[src/hdl/assert_macros.svh]
// assertion helpers
`ifndef ASSERT_MACROS_SVH
`define ASSERT_MACROS_SVH

// implication checked on every edge outside reset
`define CHK_IMPL(label, ante, cons) \
  label: assert property (@(posedge clk) disable iff (rst) (ante) |-> (cons)) \
    else $error("check failed");

// next-cycle implication
`define CHK_NEXT(label, ante, cons) \
  label: assert property (@(posedge clk) disable iff (rst) (ante) |=> (cons)) \
    else $error("check failed");

`endif

[src/hdl/lrsvd_pkg.sv]
package lrsvd_pkg;

  // request modes
  localparam logic [1:0] MODE_LOAD_U = 2'd0;
  localparam logic [1:0] MODE_LOAD_S = 2'd1;
  localparam logic [1:0] MODE_LOAD_V = 2'd2;
  localparam logic [1:0] MODE_QUERY  = 2'd3;

  // register indexes
  localparam logic [1:0] REG_RANK_USED   = 2'd0;
  localparam logic [1:0] REG_STORED_RANK = 2'd1;
  localparam logic [1:0] REG_GRAY_LIMIT  = 2'd2;

  localparam int CfgWidth = 8;
  localparam int SigmaBits = 26;

  // request passed from front to back
  typedef struct packed {
    logic [1:0]  mode;
    logic [8:0]  row_index;
    logic [8:0]  col_index;
    logic [4:0]  term_index;
    logic [25:0] load_value;
  } req_t;

endpackage

[src/hdl/lrsvd_fifo.sv]
`include "assert_macros.svh"

module lrsvd_fifo (
  input  logic               clk,
  input  logic               rst,
  input  logic               in_valid,
  output logic               in_ready,
  input  lrsvd_pkg::req_t    in_req,
  output logic               out_valid,
  input  logic               out_ready,
  output lrsvd_pkg::req_t    out_req
);

  lrsvd_pkg::req_t slots [2];
  logic       wptr;
  logic       rptr;
  logic [1:0] count;

  assign in_ready  = (count != 2'd2);
  assign out_valid = (count != 2'd0);
  assign out_req   = slots[rptr];

  // two-entry request queue
  always_ff @(posedge clk) begin
    if (rst) begin
      wptr  <= 1'b0;
      rptr  <= 1'b0;
      count <= 2'd0;
    end else begin
      if (in_valid && in_ready) begin
        wptr <= ~wptr;
      end
      if (out_valid && out_ready) begin
        rptr <= ~rptr;
      end
      count <= count + 2'(in_valid && in_ready) - 2'(out_valid && out_ready);
    end
  end

  always_ff @(posedge clk) begin
    if (in_valid && in_ready) begin
      slots[wptr] <= in_req;
    end
  end

  `CHK_IMPL(a_count_range, 1'b1, count <= 2'd2)
  `CHK_IMPL(a_ptr_match, count == 2'd0 || count == 2'd2, wptr == rptr)
  `CHK_IMPL(a_empty_ready, count == 2'd0, in_ready)

endmodule

[config.mk]
export PLATFORM = sky130hd
export DESIGN_NAME = lrsvd_fifo
export DESIGN_NICKNAME = d
export VERILOG_FILES = /design/src/hdl/lrsvd_pkg.sv /design/src/hdl/lrsvd_fifo.sv
export VERILOG_INCLUDE_DIRS = /design/src /design/src/hdl
export SDC_FILE = /design/constraint.sdc
export NUM_CORES = 1
export LEC_CHECK = 0
export BUFFER_PORTS_ARGS = -buffer_cell sky130_fd_sc_hd__buf_2
export CORE_MARGIN = 3
export CORE_UTILIZATION = 31
export DETAILED_ROUTE_END_ITERATION = 16
export MAX_ROUTING_LAYER = met4
export PLACE_DENSITY = 0.63
export SLEW_MARGIN = 20
export SYNTH_ARGS = -nofsm -noshare
export SYNTH_HDL_FRONTEND = slang
export SYNTH_SLANG_ARGS = --single-unit
[constraint.sdc]
create_clock -name clk -period 4.4 [get_ports clk]
set_clock_uncertainty 0.1 [all_clocks]
set_input_delay 0.22 -clock clk [delete_from_list [all_inputs] [get_ports clk]]
set_output_delay 0.22 -clock clk [all_outputs]
set_load 0.005 [all_outputs]
==> qor.yml, run 1 <==
drive_gt1_frac: 0.513
grt_use_met2: 0.175
tns_ns: 0
yosys.cell_types.count: 17
drv_cap: 0
avgSynthCellArea_um2: 22.8
first_iter_violations: 104
grtUsageMet3: 0.0306
die_area_um2: 14900
ys_seq_elements: 107
grt_pass1_vias: 2303
cp-end-kind: "flip-flop"
path_clk_slew_ns: 0.07
final_cell_area_um2: 5650
vias: 2138
final_max_slew_viol_count: 0
finalHoldViolCount: 0
synth_most_common_cell: "edfxtp_1"
mappedNetlistArea_um2: 4170
cts_num_sinks: 107
final-setup-viol-count: 0
synth_edf_count: 102
max-vdd-ir-drop_v: 0.000287
p_leak_nw: 2.22
io_buffer_count: 107
grt_usage: 0.105
drc: 0
place_congestion: 0.695
required_ns: 4.32
rsz0062_at_grt: "no"
synthTopCellsByCount: "edfxtp_1 (102), mux2_4 (51), buf_12 (5), dfxtp_1 (5), nor2_1 (5)"
grt_max_degree: 52
overflow: 0
fmax_mhz: 441
yosys_warnings: 0
post_cts_buffers: 0
worst_pin_slew_ns: 0.984
min_period_over_period: 0.515
seq_area_frac_synth: 0.758
min_path_type: "primary input to flip-flop"
netlist_instances: 183
dp_hpwl_mm: 4.69
synth_top_area_cell: "edfxtp_1"
async_flop_share: 0
insertion_delay_ns: 0.34
antenna_found_initial: 1
synth_top_area_share: 0.734
fp.dieW_um: 122
core_area_um2: 12900
maxSlewHeadroom: 0.343
crit_type: "flip-flop to flip-flop"
ioPinCount: 108
run_status: "finished, final reports clean"
cts_tree: "yes"
top_usage_layer: "met2"
ys.flop_type: "edfxtp_1"
grt_pass1_wl_mm: 11.4
power_density_nw_per_um2: 505
start_kind: "flip-flop"
clock-root-buffer: "clkbuf_16"
syn_to_final_growth_pct: 35.4
rows: 41
layout.nets: 405
numCtsBuffers: 9
cp_max_fo: 33
period_minus_slack_ns: 2.27
post_dp_cell_area_um2: 4840
start_util: 0.324
cts_htree_levels: 3
crit_arrival_ns: 2.19
dr.pass1.iters: 4
wire_per_inst_um: 14.1
routed_via_density: 4.06
syn-num-nets: 240
cts_buffer_depth: 2
yosys-top-cells-area: "edfxtp_1 (73%), mux2_4 (18%), buf_12 (2.4%)"
ant_nets: 0
dieHeight_um: 122
wl_mm: 7.41
grt.met1_usage: 0.119
worst max-delay path, stage by stage, from the launching register on:
cell and delay (ns):
dfxtp_1 0.37, nand2b_2 0.17, nand2_2 0.10, nor2_4 0.75, buf_4 0.42
sequential cells by signal, summed over array words and instances, names as in the netlist, named ones only:
signal  cells
slots     102
count       2
rptr        1
wptr        1
final cells by class:
| cell class | count | area [um2] |
|---|---|---|
| timing repair buffer | 160 | 1060 |
| multi-input combinational | 69 | 905 |
| clock buffer | 13 | 250 |
| sequential | 107 | 3170 |
| tap | 172 | 215 |
| clock inverter | 3 | 47.5 |
| inverter | 1 | 3.75 |
| fill | 1137 | 7220 |
| antenna | 1 | 2.50 |
cells by family (layout without fill, tap and decap cells):
logic type | Yosys count | after routing | share of synthesized area
XOR/XNOR | 3 | 3 | 0.00630
flip-flops | 107 | 107 | 0.758
other | 0 | 1 | 0
buffers and inverters | 7 | 177 | 0.0276
AND/OR/NAND/NOR | 11 | 11 | 0.0141
AO/OA/AOI/OAI | 1 | 1 | 0.00210
multiplexers | 52 | 52 | 0.186
adder cells (fa/ha/maj) | 2 | 2 | 0.00599
layout by cell type, fill, tap and decap left out:
| master | n |
|---|---|
| buf_2 | 107 |
| edfxtp_1 | 102 |
| mux2_4 | 51 |
| dlygate4sd3_1 | 51 |
| clkbuf_16 | 9 |
| nor2_1 | 4 |
| dfxtp_1 | 4 |
| clkbuf_1 | 3 |
| nor2b_1 | 2 |
| xnor2_1 | 2 |
| ha_1 | 2 |
| buf_4 | 2 |
| diode_2 | 1 |
| o21a_2 | 1 |
| nand2b_2 | 1 |
| nand2_2 | 1 |
| or2_2 | 1 |
| inv_1 | 1 |
| mux2_2 | 1 |
| and3_2 | 1 |
| nor2_4 | 1 |
| xor2_1 | 1 |
| dfxtp_4 | 1 |
| inv_6 | 1 |
| clkbuf_8 | 1 |
| bufinv_16 | 1 |
| clkinv_4 | 1 |
what timing repair did:
action / 4_1_cts / 5_1_grt
hold endpoints to repair: 102 / 0
hold buffers: 51 / 0
gates resized for setup: 0 / 0
stage by stage:
stage	total power, mW	cells	setup WS [ns]	hold slack [ns]	utilization
floorplan	1.87	183	1.13	0.192	-
global placement	2.06	458	2.14	0.310	0.376
detailed placement	2.07	458	2.09	0.311	0.376
CTS	2.91	525	2.06	0.00491	0.439
global route	3.01	526	1.94	0.0158	0.439
finish	2.86	526	2.13	0.0192	0.439
worst paths after layout:
path,startpoint,to,slack [ns],cells past startpoint
setup / recovery,count[0],slots[0][17],2.13,4
hold / removal,rst,count[1],0.02,2
setup reg to reg,count[0],slots[0][17],2.13,4
hold reg to reg,rptr,flip-flop,0.42,2
power by group:
part	total (mW)	switching [mW]	internal, mW
clock network	0.792	0.331	0.460
logic	0.660	0.240	0.421
registers	1.40	0.122	1.28
total	2.86	0.692	2.16
layer usage:
metal | wire (um) | vias to the layer above | part of all wire
met5 | 0 | - | 0
met1 | 3050 | 1023 | 0.41
li1 | - | 1045 | -
met3 | 456 | 8 | 0.062
met4 | 99 | 0 | 0.013
met2 | 3800 | 62 | 0.51
Note: power is estimated with default switching activity, not from simulation.
==> run 2, diff against run 1 <==
Clock period 4.4 ns to 2.4 ns, I/O delays scaled along.
==> qor.yml, run 2 (synthesized netlist as in run 1, its figures left out) <==
cts_buffer_depth: 2  # unchanged
combPwrFrac: 0.256  # +0.025
multiInputGateArea_um2: 905  # unchanged
start_kind: "flip-flop"
crit_type: "flip-flop to output port"
run_status: "finished, final reports clean"
wire_per_inst_um: 14.6  # +3.8%
overflow: 0  # unchanged
power_density_nw_per_um2: 920  # +82%
ant_nets: 0  # unchanged
diodes: 0  # -1
finalHoldViolCount: 0  # unchanged
routed_via_density: 4.11  # +1.1%
hold_depth: 3  # +1
path_clk_slew_ns: 0.07  # about the same
min_path_type: "primary input to flip-flop"
reg_top3: "slots (102), count (2)"
cts_tree: "yes"
max-vdd-ir-drop_v: 0.000498  # +73%
cts_htree_levels: 3  # unchanged
cp-end-kind: "output port"
core_area_um2: 12900  # unchanged
final_cell_area_um2: 5680  # +0.53%
ctsResizeCount: 0  # unchanged
grt_pass1_wl_mm: 11.8  # +3.3%
dp_hpwl_mm: 4.99  # +6.3%
drc: 0  # unchanged
p_switching_mw: 1.29  # +87%
final-setup-viol-count: 0  # unchanged
dieHeight_um: 122  # unchanged
required_ns: 2.18  # -2.14 ns
wl_mm: 7.74  # +4.4%
place_congestion: 0.662  # -4.7%
post_dp_cell_area_um2: 4880  # +0.72%
dr.pass1.iters: 4  # unchanged
worst_pin_slew_ns: 0.419  # -0.565 ns
ioPinCount: 108  # unchanged
cp_max_fo: 34  # +3.0%
io_buffer_count: 107  # unchanged
tns_ns: 0  # unchanged
crit_path_cell_trace: "buf_12 > mux2_2 > buf_2"
vias: 2174  # +1.7%
crit_arrival_ns: 1.76  # -0.43 ns
reg2regPathDepth: 8  # +4
grt_max_degree: 35  # -33%
p_leak_nw: 2.24  # +0.82%
insertion_delay_ns: 0.35  # about the same
layout.nets: 409  # +0.99%
internal-power_mw: 3.93  # +82%
cp_slowest_cell: "dfxtp_4"
grt_usage: 0.110  # +0.00472
fmax_mhz: 505
cp.depth: 3  # -1
drive_gt1_frac: 0.518  # +0.00546
antenna_found_initial: 0  # -1
rsz0062_at_grt: "no"
first_iter_violations: 74  # -29%
clock-root-buffer: "clkbuf_16"
post_cts_buffers: 0  # unchanged
start_util: 0.324  # unchanged
critPathMaxStageDelay_ns: 0.57  # -0.18 ns
final_max_slew_viol_count: 0  # unchanged
cts_num_sinks: 107  # unchanged
period_minus_slack_ns: 1.98
regArea_um2: 3170  # unchanged
sequentialPowerShare: 0.473  # -0.019
regMostFlops: "slots"
maxSlewHeadroom: 0.721  # +0.378
rows: 41  # unchanged
syn_to_final_growth_pct: 36.1
grt_pass1_vias: 2332  # +1.3%
die_area_um2: 14900  # unchanged
p_sw_frac: 0.248  # +0.00501
fp.dieW_um: 122  # unchanged
final_cell_mix: "buf_2 (107), edfxtp_1 (102), dlygate4sd3_1 (52)"
largest_reg_flops: 102  # unchanged
drv_cap: 0  # unchanged
clockPowerShare: 0.270  # -0.007
path_delay_family: "flip-flops"
crit_buf_inv: 2  # +1
min_period_over_period: 0.826
numCtsBuffers: 9  # unchanged
final_common_cell: "buf_2"
ctsHoldBuffers: 52  # +2.0%
fill_cells: 1143  # +0.53%
==> run 2: tightest hold or removal path, stage by stage <==
cell and delay [ns]:
buf_2 0.11, nand2_2 0.10, mux2_4 0.16
==> run 2: metrics by stage <==
stage / power, mW / hold WS (ns) / worst slack [ns] / std cells / util
final: 5.23 / 0.0708 / 0.419 / 529 / 0.441
after global routing: 5.50 / 0.0675 / 0.325 / 529 / 0.441
after CTS: 5.33 / 0.0556 / 0.380 / 529 / 0.441
after detailed placement: 3.82 / 0.213 / 0.694 / 461 / 0.379
after global placement: 3.79 / 0.208 / 0.782 / 461 / 0.379
after floorplan: 3.42 / 0.0916 / 0.124 / 183 / -
==> run 2: path summary, 6_finish.rpt <==
check / slack [ns] / end / from
setup / recovery: 0.42 / out_req[50] / flip-flop
hold / removal: 0.07 / wptr / in_valid
setup reg to reg: 0.68 / count[1] / count[0]
hold reg to reg: 0.41 / rptr / rptr
==> run 2: power by group through the flow <==
| stage | combinational (mW) | sequential (mW) | clock (mW) |
|---|---|---|---|
| floorplan | 0.974 | 2.45 | 0 |
| global placement | 1.29 | 2.51 | 0 |
| detailed placement | 1.30 | 2.52 | 0 |
| CTS | 1.37 | 2.48 | 1.48 |
| global route | 1.45 | 2.50 | 1.55 |
| finish | 1.34 | 2.47 | 1.41 |
==> run 2: per-layer routing <==
metal	global-route usage	part of all wire
met5	-	0
met4	0.0567	0.023
met3	0.0283	0.056
met2	0.180	0.51
met1	0.125	0.41
==> run 2: layout make-up <==
type                       count  area share
inverter                       1    0.000661
multi-input combinational     69       0.159
clock buffer                  10      0.0403
tap                          172      0.0379
clock inverter                 6     0.00991
timing repair buffer         164       0.195
sequential                   107       0.557
